`src/xcpd_pkg.sv`:
```
package xcpd_pkg;

    localparam logic [7:0] SYNC_FIRST    = 8'hAA;
    localparam logic [7:0] SYNC_SECOND   = 8'h55;
    localparam logic [7:0] FRAME_VERSION = 8'h01;

    // Register indexes on the configuration port (byte address bit 2).
    localparam logic REG_TYPE_FLOOR   = 1'b0;
    localparam logic REG_TYPE_CEILING = 1'b1;

    typedef enum logic [2:0] {
        ST_CONSUMED  = 3'd0,
        ST_PACKET_OK = 3'd1,
        ST_OVERWRITE = 3'd2,
        ST_PARSE_ERR = 3'd3,
        ST_CHECK_ERR = 3'd4,
        ST_NONE      = 3'd5,
        ST_DATA      = 3'd6
    } t_status;

    typedef enum logic {
        OP_BYTE = 1'b0,
        OP_TAKE = 1'b1
    } t_op;

    typedef struct packed {
        t_op        op;
        logic [7:0] rx_byte;
    } t_cmd;

    typedef struct packed {
        logic [7:0] type_floor;
        logic [7:0] type_ceiling;
    } t_cfg;

    typedef struct packed {
        t_status     status;
        logic        has_packet;
        logic [7:0]  msg_type;
        logic [5:0]  payload_length;
        logic [7:0]  payload_byte;
        logic [4:0]  byte_position;
        logic        last;
        logic [31:0] parse_error_count;
        logic [31:0] checksum_error_count;
        logic [31:0] received_count;
        logic [31:0] overwritten_count;
    } t_result;

endpackage

```
`src/xcpd_item_if.sv`:
```
interface xcpd_item_if;
    logic       valid;
    logic       ready;
    logic       operation;
    logic [7:0] rx_byte;

    modport source (output valid, output operation, output rx_byte, input ready);
    modport sink (input valid, input operation, input rx_byte, output ready);
endinterface

```
`src/xcpd_result_if.sv`:
```
interface xcpd_result_if;
    logic        valid;
    logic        ready;
    logic [2:0]  status;
    logic        has_packet;
    logic [7:0]  msg_type;
    logic [5:0]  payload_length;
    logic [7:0]  payload_byte;
    logic [4:0]  byte_position;
    logic        last;
    logic [31:0] parse_error_count;
    logic [31:0] checksum_error_count;
    logic [31:0] received_count;
    logic [31:0] overwritten_count;

    modport source (
        output valid, output status, output has_packet, output msg_type,
        output payload_length, output payload_byte, output byte_position, output last,
        output parse_error_count, output checksum_error_count, output received_count,
        output overwritten_count, input ready
    );
    modport sink (
        input valid, input status, input has_packet, input msg_type,
        input payload_length, input payload_byte, input byte_position, input last,
        input parse_error_count, input checksum_error_count, input received_count,
        input overwritten_count, output ready
    );
endinterface

```
`src/xcpd_front.sv`:
```
module xcpd_front (
    input  logic           i_clk,
    input  logic           i_rst_n,
    xcpd_item_if.sink      i_item,
    output logic           o_cmd_valid,
    output xcpd_pkg::t_cmd o_cmd,
    input  logic           i_cmd_pop
);
    import xcpd_pkg::*;

    // Two-entry queue of classified commands.
    t_cmd       r_queue [2];
    logic       r_wr_ptr;
    logic       r_rd_ptr;
    logic [1:0] r_count;
    logic       n_wr_ptr;
    logic       n_rd_ptr;
    logic [1:0] n_count;
    logic       push;
    t_cmd       cmd_in;

    assign i_item.ready = (r_count != 2'd2);
    assign push         = i_item.valid && i_item.ready;
    assign cmd_in.op    = i_item.operation ? OP_TAKE : OP_BYTE;
    assign cmd_in.rx_byte = i_item.rx_byte;

    assign o_cmd_valid = (r_count != 2'd0);
    assign o_cmd       = r_queue[r_rd_ptr];

    always_comb begin
        n_wr_ptr = push ? ~r_wr_ptr : r_wr_ptr;
        n_rd_ptr = i_cmd_pop ? ~r_rd_ptr : r_rd_ptr;
        n_count  = r_count;
        if (push && !i_cmd_pop) begin
            n_count = r_count + 2'd1;
        end else if (!push && i_cmd_pop) begin
            n_count = r_count - 2'd1;
        end
    end

    always_ff @(posedge i_clk) begin
        if (!i_rst_n) begin
            r_wr_ptr <= 1'b0;
            r_rd_ptr <= 1'b0;
            r_count  <= 2'd0;
        end else begin
            r_wr_ptr <= n_wr_ptr;
            r_rd_ptr <= n_rd_ptr;
            r_count  <= n_count;
        end
    end

    always_ff @(posedge i_clk) begin
        if (push) begin
            r_queue[r_wr_ptr] <= cmd_in;
        end
    end
endmodule

```
`src/xcpd_back.sv`:
```
module xcpd_back #(
    parameter int MAX_PAYLOAD = 32
) (
    input  logic           i_clk,
    input  logic           i_rst_n,
    input  xcpd_pkg::t_cfg i_cfg,
    input  logic           i_cmd_valid,
    input  xcpd_pkg::t_cmd i_cmd,
    output logic           o_cmd_pop,
    xcpd_result_if.source  o_result
);
    import xcpd_pkg::*;

    localparam int DEPTH = 2 * MAX_PAYLOAD;
    localparam int AW    = $clog2(DEPTH);

    typedef enum logic [6:0] {
        PH_SYNC0   = 7'b0000001,
        PH_SYNC1   = 7'b0000010,
        PH_VERSION = 7'b0000100,
        PH_TYPE    = 7'b0001000,
        PH_LENGTH  = 7'b0010000,
        PH_PAYLOAD = 7'b0100000,
        PH_CHECK   = 7'b1000000
    } t_phase;

    typedef enum logic [1:0] {
        B_IDLE = 2'b01,
        B_EMIT = 2'b10
    } t_bstate;

    // Parser state
    t_phase      r_phase,     n_phase;
    logic [7:0]  r_xor,       n_xor;
    logic [7:0]  r_pend_type, n_pend_type;
    logic [5:0]  r_pend_len,  n_pend_len;
    logic [5:0]  r_pend_pos,  n_pend_pos;
    // Held packet
    logic        r_held_bank, n_held_bank;
    logic [7:0]  r_held_type, n_held_type;
    logic [5:0]  r_held_len,  n_held_len;
    logic        r_held_valid, n_held_valid;
    // Counters
    logic [31:0] r_cnt_parse, n_cnt_parse;
    logic [31:0] r_cnt_check, n_cnt_check;
    logic [31:0] r_cnt_recv,  n_cnt_recv;
    logic [31:0] r_cnt_over,  n_cnt_over;
    // Take sequencer and output register
    t_bstate     r_state,     n_state;
    logic [5:0]  r_emit_pos,  n_emit_pos;
    logic        r_out_valid, n_out_valid;
    t_result     r_res,       n_res;

    // Payload memory: two banks, one being filled while the other is held.
    logic [7:0]    r_mem [DEPTH];
    logic [7:0]    r_rd_data;
    logic          wr_en;
    logic [AW-1:0] wr_addr;
    logic          rd_en;
    logic [AW-1:0] rd_addr;
    logic [AW-1:0] fill_base;
    logic [AW-1:0] held_base;

    logic       slot_free;
    logic       do_byte;
    logic       do_take;
    logic [7:0] b;
    t_status    st;
    logic [5:0] pos_inc;
    logic [5:0] emit_next;

    assign slot_free = !r_out_valid || o_result.ready;
    assign do_byte   = (r_state == B_IDLE) && i_cmd_valid && slot_free && (i_cmd.op == OP_BYTE);
    assign do_take   = (r_state == B_IDLE) && i_cmd_valid && slot_free && (i_cmd.op == OP_TAKE);
    assign o_cmd_pop = do_byte || do_take;
    assign b         = i_cmd.rx_byte;
    assign fill_base = r_held_bank ? '0 : AW'(MAX_PAYLOAD);
    assign held_base = r_held_bank ? AW'(MAX_PAYLOAD) : '0;
    assign pos_inc   = r_pend_pos + 6'd1;
    assign emit_next = r_emit_pos + 6'd1;

    always_comb begin
        n_phase      = r_phase;
        n_xor        = r_xor;
        n_pend_type  = r_pend_type;
        n_pend_len   = r_pend_len;
        n_pend_pos   = r_pend_pos;
        n_held_bank  = r_held_bank;
        n_held_type  = r_held_type;
        n_held_len   = r_held_len;
        n_held_valid = r_held_valid;
        n_cnt_parse  = r_cnt_parse;
        n_cnt_check  = r_cnt_check;
        n_cnt_recv   = r_cnt_recv;
        n_cnt_over   = r_cnt_over;
        n_state      = r_state;
        n_emit_pos   = r_emit_pos;
        n_out_valid  = r_out_valid && !o_result.ready;
        n_res        = r_res;
        st           = ST_CONSUMED;
        wr_en        = 1'b0;
        wr_addr      = fill_base + AW'(r_pend_pos);
        rd_en        = 1'b0;
        rd_addr      = held_base;

        if (do_byte) begin
            case (r_phase)
                PH_SYNC0: begin
                    if (b == SYNC_FIRST) begin
                        n_phase = PH_SYNC1;
                    end
                end
                PH_SYNC1: begin
                    if (b == SYNC_SECOND) begin
                        n_phase = PH_VERSION;
                    end else if (b != SYNC_FIRST) begin
                        n_phase = PH_SYNC0;
                        n_xor = '0; n_pend_type = '0; n_pend_len = '0; n_pend_pos = '0;
                    end
                end
                PH_VERSION: begin
                    if (b != FRAME_VERSION) begin
                        n_cnt_parse = r_cnt_parse + 32'd1;
                        st = ST_PARSE_ERR;
                        n_phase = PH_SYNC0;
                        n_xor = '0; n_pend_type = '0; n_pend_len = '0; n_pend_pos = '0;
                    end else begin
                        n_xor   = b;
                        n_phase = PH_TYPE;
                    end
                end
                PH_TYPE: begin
                    if (b <= i_cfg.type_floor || b >= i_cfg.type_ceiling) begin
                        n_cnt_parse = r_cnt_parse + 32'd1;
                        st = ST_PARSE_ERR;
                        n_phase = PH_SYNC0;
                        n_xor = '0; n_pend_type = '0; n_pend_len = '0; n_pend_pos = '0;
                    end else begin
                        n_pend_type = b;
                        n_xor       = r_xor ^ b;
                        n_phase     = PH_LENGTH;
                    end
                end
                PH_LENGTH: begin
                    if (b > 8'(MAX_PAYLOAD)) begin
                        n_cnt_parse = r_cnt_parse + 32'd1;
                        st = ST_PARSE_ERR;
                        n_phase = PH_SYNC0;
                        n_xor = '0; n_pend_type = '0; n_pend_len = '0; n_pend_pos = '0;
                    end else begin
                        n_pend_len = b[5:0];
                        n_pend_pos = '0;
                        n_xor      = r_xor ^ b;
                        n_phase    = (b == 8'd0) ? PH_CHECK : PH_PAYLOAD;
                    end
                end
                PH_PAYLOAD: begin
                    wr_en      = 1'b1;
                    n_pend_pos = pos_inc;
                    n_xor      = r_xor ^ b;
                    if (pos_inc >= r_pend_len) begin
                        n_phase = PH_CHECK;
                    end
                end
                PH_CHECK: begin
                    if (b == r_xor) begin
                        st = ST_PACKET_OK;
                        if (r_held_valid) begin
                            n_cnt_over = r_cnt_over + 32'd1;
                            st = ST_OVERWRITE;
                        end
                        n_held_bank  = ~r_held_bank;
                        n_held_type  = r_pend_type;
                        n_held_len   = r_pend_len;
                        n_held_valid = 1'b1;
                        n_cnt_recv   = r_cnt_recv + 32'd1;
                    end else begin
                        n_cnt_check = r_cnt_check + 32'd1;
                        st = ST_CHECK_ERR;
                    end
                    n_phase = PH_SYNC0;
                    n_xor = '0; n_pend_type = '0; n_pend_len = '0; n_pend_pos = '0;
                end
                default: begin
                    n_cnt_parse = r_cnt_parse + 32'd1;
                    st = ST_PARSE_ERR;
                    n_phase = PH_SYNC0;
                    n_xor = '0; n_pend_type = '0; n_pend_len = '0; n_pend_pos = '0;
                end
            endcase

            n_out_valid                = 1'b1;
            n_res                      = '0;
            n_res.status               = st;
            n_res.has_packet           = n_held_valid;
            n_res.last                 = 1'b1;
            n_res.parse_error_count    = n_cnt_parse;
            n_res.checksum_error_count = n_cnt_check;
            n_res.received_count       = n_cnt_recv;
            n_res.overwritten_count    = n_cnt_over;
        end

        if (do_take) begin
            n_res                      = '0;
            n_res.last                 = 1'b1;
            n_res.parse_error_count    = r_cnt_parse;
            n_res.checksum_error_count = r_cnt_check;
            n_res.received_count       = r_cnt_recv;
            n_res.overwritten_count    = r_cnt_over;
            if (!r_held_valid) begin
                n_res.status = ST_NONE;
                n_out_valid  = 1'b1;
            end else if (r_held_len == 6'd0) begin
                n_res.status        = ST_DATA;
                n_res.msg_type      = r_held_type;
                n_out_valid         = 1'b1;
                n_held_valid        = 1'b0;
            end else begin
                n_held_valid = 1'b0;
                rd_en        = 1'b1;
                n_emit_pos   = '0;
                n_state      = B_EMIT;
            end
        end

        if (r_state == B_EMIT && slot_free) begin
            n_out_valid                = 1'b1;
            n_res                      = '0;
            n_res.status               = ST_DATA;
            n_res.msg_type             = r_held_type;
            n_res.payload_length       = r_held_len;
            n_res.payload_byte         = r_rd_data;
            n_res.byte_position        = r_emit_pos[4:0];
            n_res.last                 = (emit_next == r_held_len);
            n_res.parse_error_count    = r_cnt_parse;
            n_res.checksum_error_count = r_cnt_check;
            n_res.received_count       = r_cnt_recv;
            n_res.overwritten_count    = r_cnt_over;
            if (emit_next == r_held_len) begin
                n_state = B_IDLE;
            end else begin
                rd_en      = 1'b1;
                rd_addr    = held_base + AW'(emit_next);
                n_emit_pos = emit_next;
            end
        end
    end

    always_ff @(posedge i_clk) begin
        if (!i_rst_n) begin
            r_phase      <= PH_SYNC0;
            r_xor        <= '0;
            r_pend_type  <= '0;
            r_pend_len   <= '0;
            r_pend_pos   <= '0;
            r_held_bank  <= 1'b0;
            r_held_type  <= '0;
            r_held_len   <= '0;
            r_held_valid <= 1'b0;
            r_cnt_parse  <= '0;
            r_cnt_check  <= '0;
            r_cnt_recv   <= '0;
            r_cnt_over   <= '0;
            r_state      <= B_IDLE;
            r_emit_pos   <= '0;
            r_out_valid  <= 1'b0;
        end else begin
            r_phase      <= n_phase;
            r_xor        <= n_xor;
            r_pend_type  <= n_pend_type;
            r_pend_len   <= n_pend_len;
            r_pend_pos   <= n_pend_pos;
            r_held_bank  <= n_held_bank;
            r_held_type  <= n_held_type;
            r_held_len   <= n_held_len;
            r_held_valid <= n_held_valid;
            r_cnt_parse  <= n_cnt_parse;
            r_cnt_check  <= n_cnt_check;
            r_cnt_recv   <= n_cnt_recv;
            r_cnt_over   <= n_cnt_over;
            r_state      <= n_state;
            r_emit_pos   <= n_emit_pos;
            r_out_valid  <= n_out_valid;
        end
    end

    always_ff @(posedge i_clk) begin
        r_res <= n_res;
    end

    always_ff @(posedge i_clk) begin
        if (wr_en) begin
            r_mem[wr_addr] <= b;
        end
        if (rd_en) begin
            r_rd_data <= r_mem[rd_addr];
        end
    end

    assign o_result.valid                = r_out_valid;
    assign o_result.status               = r_res.status;
    assign o_result.has_packet           = r_res.has_packet;
    assign o_result.msg_type             = r_res.msg_type;
    assign o_result.payload_length       = r_res.payload_length;
    assign o_result.payload_byte         = r_res.payload_byte;
    assign o_result.byte_position        = r_res.byte_position;
    assign o_result.last                 = r_res.last;
    assign o_result.parse_error_count    = r_res.parse_error_count;
    assign o_result.checksum_error_count = r_res.checksum_error_count;
    assign o_result.received_count       = r_res.received_count;
    assign o_result.overwritten_count    = r_res.overwritten_count;
endmodule

```
`src/xor_checked_packet_deframer.sv`:
```
// Receive-side deframer for a byte stream carrying frames of the form 0xAA, 0x55, version 0x01,
// type, length, payload and an XOR checksum over version, type, length and payload. Each input
// transfer is either one received byte, which yields exactly one result transfer giving the
// parser outcome and the four wrapping event counters, or a take request, which yields the
// latest good packet as one result transfer per payload byte (one transfer for an empty packet
// or when nothing is held). Input transfers pass through a two-entry command queue into a back
// end that handles one command at a time and drives a registered result stage. A take of a
// packet with payload starts with a registered read of the payload memory and then gives one
// result per byte. Message types are accepted only strictly between the two type registers,
// written through the APB port at byte addresses 0 (floor) and 4 (ceiling); the user must write
// them only while the block is idle, which the block itself does not enforce.
module xor_checked_packet_deframer #(
    parameter int MAX_PAYLOAD = 32
) (
    input  logic          i_clk,
    input  logic          i_rst_n,
    xcpd_item_if.sink     i_item,
    xcpd_result_if.source o_result,
    input  logic          psel,
    input  logic          penable,
    input  logic          pwrite,
    input  logic [2:0]    paddr,
    input  logic [31:0]   pwdata,
    output logic [31:0]   prdata,
    output logic          pready
);
    import xcpd_pkg::*;

    logic [7:0] r_type_floor;
    logic [7:0] r_type_ceiling;
    logic       cfg_write;
    t_cfg       cfg;
    logic       cmd_valid;
    t_cmd       cmd;
    logic       cmd_pop;

    // Configuration registers: the write lands in the access phase.
    assign pready    = 1'b1;
    assign cfg_write = psel && penable && pwrite && pready;

    always_ff @(posedge i_clk) begin
        if (!i_rst_n) begin
            r_type_floor   <= 8'd0;
            r_type_ceiling <= 8'd255;
        end else if (cfg_write) begin
            if (paddr[2] == REG_TYPE_FLOOR) begin
                r_type_floor <= pwdata[7:0];
            end else begin
                r_type_ceiling <= pwdata[7:0];
            end
        end
    end

    always_comb begin
        if (paddr[2] == REG_TYPE_CEILING) begin
            prdata = {24'd0, r_type_ceiling};
        end else begin
            prdata = {24'd0, r_type_floor};
        end
    end

    assign cfg.type_floor   = r_type_floor;
    assign cfg.type_ceiling = r_type_ceiling;

    // The front end queues and classifies transfers; the back end parses, holds and emits.
    xcpd_front u_front (
        .i_clk       (i_clk),
        .i_rst_n     (i_rst_n),
        .i_item      (i_item),
        .o_cmd_valid (cmd_valid),
        .o_cmd       (cmd),
        .i_cmd_pop   (cmd_pop)
    );

    xcpd_back #(
        .MAX_PAYLOAD (MAX_PAYLOAD)
    ) u_back (
        .i_clk       (i_clk),
        .i_rst_n     (i_rst_n),
        .i_cfg       (cfg),
        .i_cmd_valid (cmd_valid),
        .i_cmd       (cmd),
        .o_cmd_pop   (cmd_pop),
        .o_result    (o_result)
    );
endmodule

```
`src/flat_wrapper.sv`:
```
// flat-port wrapper written by rule: the top's interface ports become plain ports
module xor_checked_packet_deframer_flat import xcpd_pkg::*;
#(
    parameter int MAX_PAYLOAD = 32
)
  (i_clk, i_rst_n, psel, penable, pwrite, paddr, pwdata, prdata, pready, i_item_valid, i_item_operation, i_item_rx_byte, i_item_ready, o_result_valid, o_result_status, o_result_has_packet, o_result_msg_type, o_result_payload_length, o_result_payload_byte, o_result_byte_position, o_result_last, o_result_parse_error_count, o_result_checksum_error_count, o_result_received_count, o_result_overwritten_count, o_result_ready);
  xcpd_item_if i_item_i ();
  xcpd_result_if o_result_i ();
  input  logic i_clk;
  input  logic i_rst_n;
  input  logic psel;
  input  logic penable;
  input  logic pwrite;
  input  logic [2:0] paddr;
  input  logic [31:0] pwdata;
  output logic [31:0] prdata;
  output logic pready;
  input wire logic [$bits(i_item_i.valid)-1:0] i_item_valid;
  input wire logic [$bits(i_item_i.operation)-1:0] i_item_operation;
  input wire logic [$bits(i_item_i.rx_byte)-1:0] i_item_rx_byte;
  output wire logic [$bits(i_item_i.ready)-1:0] i_item_ready;
  output wire logic [$bits(o_result_i.valid)-1:0] o_result_valid;
  output wire logic [$bits(o_result_i.status)-1:0] o_result_status;
  output wire logic [$bits(o_result_i.has_packet)-1:0] o_result_has_packet;
  output wire logic [$bits(o_result_i.msg_type)-1:0] o_result_msg_type;
  output wire logic [$bits(o_result_i.payload_length)-1:0] o_result_payload_length;
  output wire logic [$bits(o_result_i.payload_byte)-1:0] o_result_payload_byte;
  output wire logic [$bits(o_result_i.byte_position)-1:0] o_result_byte_position;
  output wire logic [$bits(o_result_i.last)-1:0] o_result_last;
  output wire logic [$bits(o_result_i.parse_error_count)-1:0] o_result_parse_error_count;
  output wire logic [$bits(o_result_i.checksum_error_count)-1:0] o_result_checksum_error_count;
  output wire logic [$bits(o_result_i.received_count)-1:0] o_result_received_count;
  output wire logic [$bits(o_result_i.overwritten_count)-1:0] o_result_overwritten_count;
  input wire logic [$bits(o_result_i.ready)-1:0] o_result_ready;
  assign i_item_i.valid = i_item_valid;
  assign i_item_i.operation = i_item_operation;
  assign i_item_i.rx_byte = i_item_rx_byte;
  assign i_item_ready = i_item_i.ready;
  assign o_result_valid = o_result_i.valid;
  assign o_result_status = o_result_i.status;
  assign o_result_has_packet = o_result_i.has_packet;
  assign o_result_msg_type = o_result_i.msg_type;
  assign o_result_payload_length = o_result_i.payload_length;
  assign o_result_payload_byte = o_result_i.payload_byte;
  assign o_result_byte_position = o_result_i.byte_position;
  assign o_result_last = o_result_i.last;
  assign o_result_parse_error_count = o_result_i.parse_error_count;
  assign o_result_checksum_error_count = o_result_i.checksum_error_count;
  assign o_result_received_count = o_result_i.received_count;
  assign o_result_overwritten_count = o_result_i.overwritten_count;
  assign o_result_i.ready = o_result_ready;
  xor_checked_packet_deframer #(.MAX_PAYLOAD(MAX_PAYLOAD)) u_core (.i_clk(i_clk), .i_rst_n(i_rst_n), .i_item(i_item_i), .o_result(o_result_i), .psel(psel), .penable(penable), .pwrite(pwrite), .paddr(paddr), .pwdata(pwdata), .prdata(prdata), .pready(pready));
endmodule
```
`config.mk`:
```
export PLATFORM = sky130hd
export DESIGN_NAME = xor_checked_packet_deframer_flat
export DESIGN_NICKNAME = d
export VERILOG_FILES = /design/src/xcpd_pkg.sv /design/src/xcpd_item_if.sv /design/src/xcpd_result_if.sv /design/src/xcpd_front.sv /design/src/xcpd_back.sv /design/src/xor_checked_packet_deframer.sv /design/src/flat_wrapper.sv
export SDC_FILE = /design/constraint.sdc
export NUM_CORES = 2
export LEC_CHECK = 0
export BUFFER_PORTS_ARGS = -buffer_cell sky130_fd_sc_hd__buf_2
export CAP_MARGIN = 20
export CORE_AREA = 2 2 391 393
export CTS_CLUSTER_DIAMETER = 30
export CTS_CLUSTER_SIZE = 8
export DETAILED_ROUTE_END_ITERATION = 10
export DIE_AREA = 0 0 393 395
export GPL_ROUTABILITY_DRIVEN = 0
export PLACE_DENSITY = 0.52
export SYNTH_ARGS = -nofsm -noshare
export SYNTH_HDL_FRONTEND = slang
export SYNTH_SLANG_ARGS = --single-unit
export TNS_END_PERCENT = 5
```
`constraint.sdc`:
```
create_clock -name i_clk -period 7.85 [get_ports i_clk]
set_clock_uncertainty 0.05 [all_clocks]
set_input_delay 0.785 -clock i_clk [delete_from_list [all_inputs] [get_ports i_clk]]
set_output_delay 0.785 -clock i_clk [all_outputs]
set_load 0.03 [all_outputs]
```
After elaboration in Yosys (flattened, before gate mapping)
Memory sizes are Yosys's and may differ from the RTL's. A register that Yosys moved wholly into a read port is not among the register bits.
Cells that the tools add are included.
- add/sub/neg operators: 10
- $lt $le $gt $ge: 4
- eq/ne operators: 24
- mux-type cells: 91
- bitwise operators: 8
- reductions and logical operators: 36
- operators by type and width (kind ; count):
    $mux 160 ; 2
    $mux 32 ; 10
    $mux 156 ; 1
    $add 32x1->32 const B ; 4
    $pmux 32 s4 ; 1
    $mux 8 ; 11
    $mux 6 ; 14
    $pmux 6 s5 ; 2
    $pmux 8 s6 ; 1
    $mux 7 ; 6
    $pmux 7 s6 ; 1
    $pmux 8 s5 ; 1
    $mux 1 ; 24
    $mux 2 ; 11
    $reduce_and 6->1 ; 3
    $ne 2x2->1 const B ; 8
    $pmux 3 s5 ; 1
    $add 6x1->6 const B ; 2
    $add 6x6->6 ; 2
    $logic_and 1x1->1 ; 11
    $mux 3 ; 3
    $eq 8x7->1 const B ; 1
    $eq 8x8->1 ; 1
    $eq 8x8->1 const B ; 1
    35 further kinds ; 51
- flip-flop bits (word level): 368
- bits in writable memories: 530
- bits of input ports: 51
- output and inout bits: 195
- word-level logic and storage cells: 207
- memories: 2
- memory list (memory ; depth ; width ; rd ports ; clocked after memory_dff ; wr ports ; line ; text):
    u_core.u_back.r_mem ; 64 ; 8 ; 1 ; 1 ; 1 ; xcpd_back.sv:55 ; logic [7:0] r_mem [DEPTH];
    u_core.u_front.r_queue ; 2 ; 9 ; 1 ; 1 ; 1 ; xcpd_front.sv:12 ; t_cmd r_queue [2];

Longest topological paths before layout
- depth in word-level cells: 9
- depth in mapped cells: 15
- depth with buffers taken out: 11

Modules after synthesis
From an unflattened synthesis, not the netlist that was laid out.
- cell total of the unflattened synthesis: 3139
- area total of the unflattened synthesis: 39108.8 µm²
- modules (own cells, without submodules) (module ; instances ; cells each ; area an instance (µm²) ; sequential area each (µm²)):
    xcpd_back ; 1 ; 2980 ; 37229.5 ; 24143.2
    xor_checked_packet_deframer ; 1 ; 107 ; 991.0 ; 320.3
    xcpd_front ; 1 ; 52 ; 888.4 ; 640.6

Least setup slack after synthesis
Ideal clock, no wire load.
- kind: input port to flip-flop
- start: in o_result_ready
- end: reg u_core.u_back.r_res (netlist bit u_core.u_back.o_result.parse_error_count[15]), data pin
- library setup time: 161 ps
- arrival time: 7018 ps
- data required time: 7639 ps
- setup slack: 621 ps
- cell stages on the path: 7
- path buffers: 1
- path through: nor2b_1 -> nor3_1 -> inv_1 -> nand2_1 -> clkbuf_1 -> o311ai_0 -> nand2_1
- RTL lines (item ; line ; text):
    from (decl) ; flat_wrapper.sv:34 ; input wire logic [$bits(o_result_i.ready)-1:0] o_result_ready;
    to (signal assigned) ; xcpd_back.sv:288 ; r_res <= n_res;
    to (decl) ; xcpd_back.sv:52 ; t_result r_res, n_res;

==> impl_metrics.json <==
{
  "status": "completed",
  "syn_inst": 3222,
  "ios": 246,
  "grt_use_total": 0.134,
  "utilization": 0.325,
  "cts_tree": "done",
  "timing.final.setup_violations": 0,
  "grt_max_degree": 79,
  "clkPwrFrac": 0.502,
  "drt-wirelength-per-cell_um": 18.8,
  "drive_gt1_frac": 0.188,
  "fin_area_um2": 49100,
  "port_buffers": 194,
  "p_seq_frac": 0.358,
  "synth_area_um2": 38900,
  "ys.flop_type": "edfxtp_1",
  "cts.sinks": 907,
  "start_util": 0.258,
  "drc": 0,
  "synth_seq_cells": 907,
  "maxCapViolCount": 0,
  "slew_violations": 0,
  "dr.pass1.iters": 5,
  "grt_pass1_vias": 25900,
  "post-cts-setup-buffers": 0,
  "gr-total-overflow": 0,
  "pre_cts_slack_ns": 3.03,
  "hold_slack_ns": 0.170,
  "yosysMostFrequentCell": "edfxtp_1",
  "end_kind": "register",
  "clk_latency_ns": 0.77,
  "rsz0062_at_grt": "false",
  "nets": 3552,
  "finalHoldViolCount": 0,
  "p_comb_frac": 0.141,
  "die_h_um": 395,
  "avgViaCountPerCell": 4.73,
  "cts_buffers": 202,
  "yosysTopAreaCell": "edfxtp_1",
  "place_area_um2": 42000,
  "ys_seq_area_frac": 0.645,
  "async_reset_ff_frac": 0,
  "dp_cells": 5297,
  "grt_pass1_wl_um": 161000,
  "p_total_mw": 17.2,
  "drt-initial-drc-count": 2056,
  "worst_pin_slew_ns": 1.08,
  "cp_cell_sequence": "mux2i_1 -> inv_2 -> ha_1 -> a41o_1 -> a21oi_1 -> o2111ai_1 -> buf_4 -> o21bai_1 -> nand3_1 -> o22ai_1",
  "ir_drop_mv": 0.255,
  "p_per_area_nw_per_um2": 350,
  "htree_levels": 4,
  "p_int_mw": 12.4,
  "period_needed_ns": 4.82,
  "antenna_found_initial": 4,
  "cts_hold_repair.buffers": 0,
  "dp_hpwl_um": 65700,
  "core.rowCount": 143,
  "critPathArrivalTime_ns": 5.44,
  "yosysTopAreaCellShare": 0.535,
  "max_freq_ghz": 0.207,
  "p_leak_nw": 16.6,
  "cp_slowest_stage_delay_ns": 0.83,
  "synth_edf_count": 694,
  "netlist_top_cells_area": "edfxtp_1, dfxtp_1, o21ai_0, mux4_2, nand2_1",
  "synth_common_cells": "edfxtp_1, nand2_1, nor2_1",
  "critPathLaunchType": "register",
  "crit_required_ns": 8.47,
  "vias": 26800,
  "ant_nets": 0,
  "rrSetupSlack_ns": 3.03,
  "p_sw_frac": 0.278,
  "setup_tns_ns": 0,
  "wirelength_um": 107000,
  "die_area_um2": 155000,
  "critical_path.max_fanout": 43,
  "finalWorstSetupSlack_ns": 3.03,
  "cp_slowest_cell": "dfxtp_1",
  "syn_area_per_cell_um2": 12.1,
  "synthToLayoutAreaGrowth_pct": 26.0,
  "core_um2": 151000,
  "cts.clk_slew.worst_paths_ns": 0.04,
  "synth.distinct_cells": 77,
  "clock_path_buffers": 3,
  "ys_warn_count": 0,
  "die_x_um": 393,
  "power.switching_mw": 4.78,
  "path_class": "reg -> reg",
  "ctsResizeCount": 0,
  "stdcell_count": 5668,
  "cts-root-buf": "clkbuf_16",
  "hold_path.class": "in -> reg",
  "fin_crit_sh": 0.614,
  "slew_headroom": 0.257
}
cell families after synthesis:
kind of cell | synth area share
compound gates | 0.110
xor+xnor | 0.0263
fa+ha+maj | 0.00932
buf+inv | 0.0304
flops | 0.645
mux | 0.0595
other cells | 0.000193
simple gates | 0.120
per-layer routing:
metal  track usage  vias up  share of wire
met4        0.0383        0          0.020
li1              -    12600              -
met5             0        -              0
met3        0.0276      157          0.054
met1         0.180    13300           0.45
met2         0.216      784           0.47
path summary, 6_finish.rpt:
path | startpoint | to | cells after the start
max | register | u_core.u_back.r_xor[5] | 10
max reg2reg | register | u_core.u_back.r_xor[5] | 10
min reg2reg | u_core.u_back.r_held_type[5] | u_core.u_back.r_held_type[5] | 2
min | i_item_rx_byte[0] | u_core.u_front.r_queue[0][0] | 1
sequential cells by signal, indices dropped and copies added, names as in the netlist, 7 cells and up, named ones only:
name / cells
u_core.r_type_ceiling: 8
u_core.r_type_floor: 8
u_core.u_back.o_result.checksum_error_count: 32
u_core.u_back.o_result.msg_type: 8
u_core.u_back.o_result.overwritten_count: 32
u_core.u_back.o_result.parse_error_count: 32
u_core.u_back.o_result.payload_byte: 8
u_core.u_back.o_result.received_count: 32
u_core.u_back.r_cnt_check: 32
u_core.u_back.r_cnt_over: 32
u_core.u_back.r_cnt_parse: 32
u_core.u_back.r_cnt_recv: 32
u_core.u_back.r_held_type: 8
u_core.u_back.r_mem: 512
u_core.u_back.r_pend_type: 8
u_core.u_back.r_phase: 7
u_core.u_back.r_rd_data: 8
u_core.u_back.r_xor: 8
u_core.u_front.r_queue: 18
worst max-delay path, delay by kind of cell (launching register included):
family	cells	cell delay, ns
mux	1	0.63
simple gates	1	0.45
compound gates	5	1.49
flops	1	0.83
buf+inv	2	0.77
fa+ha+maj	1	0.47
cell type report:
| class | count | area [µm²] |
|---|---|---|
| Antenna cell | 2 | 5.00 |
| Clock buffer | 231 | 5300 |
| Clock inverter | 137 | 1700 |
| Fill cell | 14900 | 102000 |
| Inverter | 67 | 256 |
| Multi-Input combinational cell | 2058 | 12900 |
| Sequential cell | 907 | 25100 |
| Tap cell | 2030 | 2540 |
| Timing Repair Buffer | 236 | 1290 |
power groups by stage:
stage	Clock, mW	Sequential [mW]	Combinational, mW
CTS	8.72	6.15	2.45
finish	8.61	6.14	2.41
detailed placement	0	6.22	2.45
global route	8.99	6.17	2.61
global placement	0	6.23	2.44
floorplan	0	6.95	0.789
placed cells by master (no fill, tap or decap), types with 57 or more instances in the layout:
cell type,synthesis,layout
or3_1,59,59
o21ai_0,274,273
mux2i_1,83,83
clkbuf_16,0,207
dfxtp_1,213,212
inv_1,66,57
nand2_1,285,283
o22ai_1,67,67
buf_2,5,194
nor2_1,276,275
edfxtp_1,694,694
a21oi_1,193,192
xnor2_1,65,64
nand3_1,151,151
(Power assumes the default switching activity.)
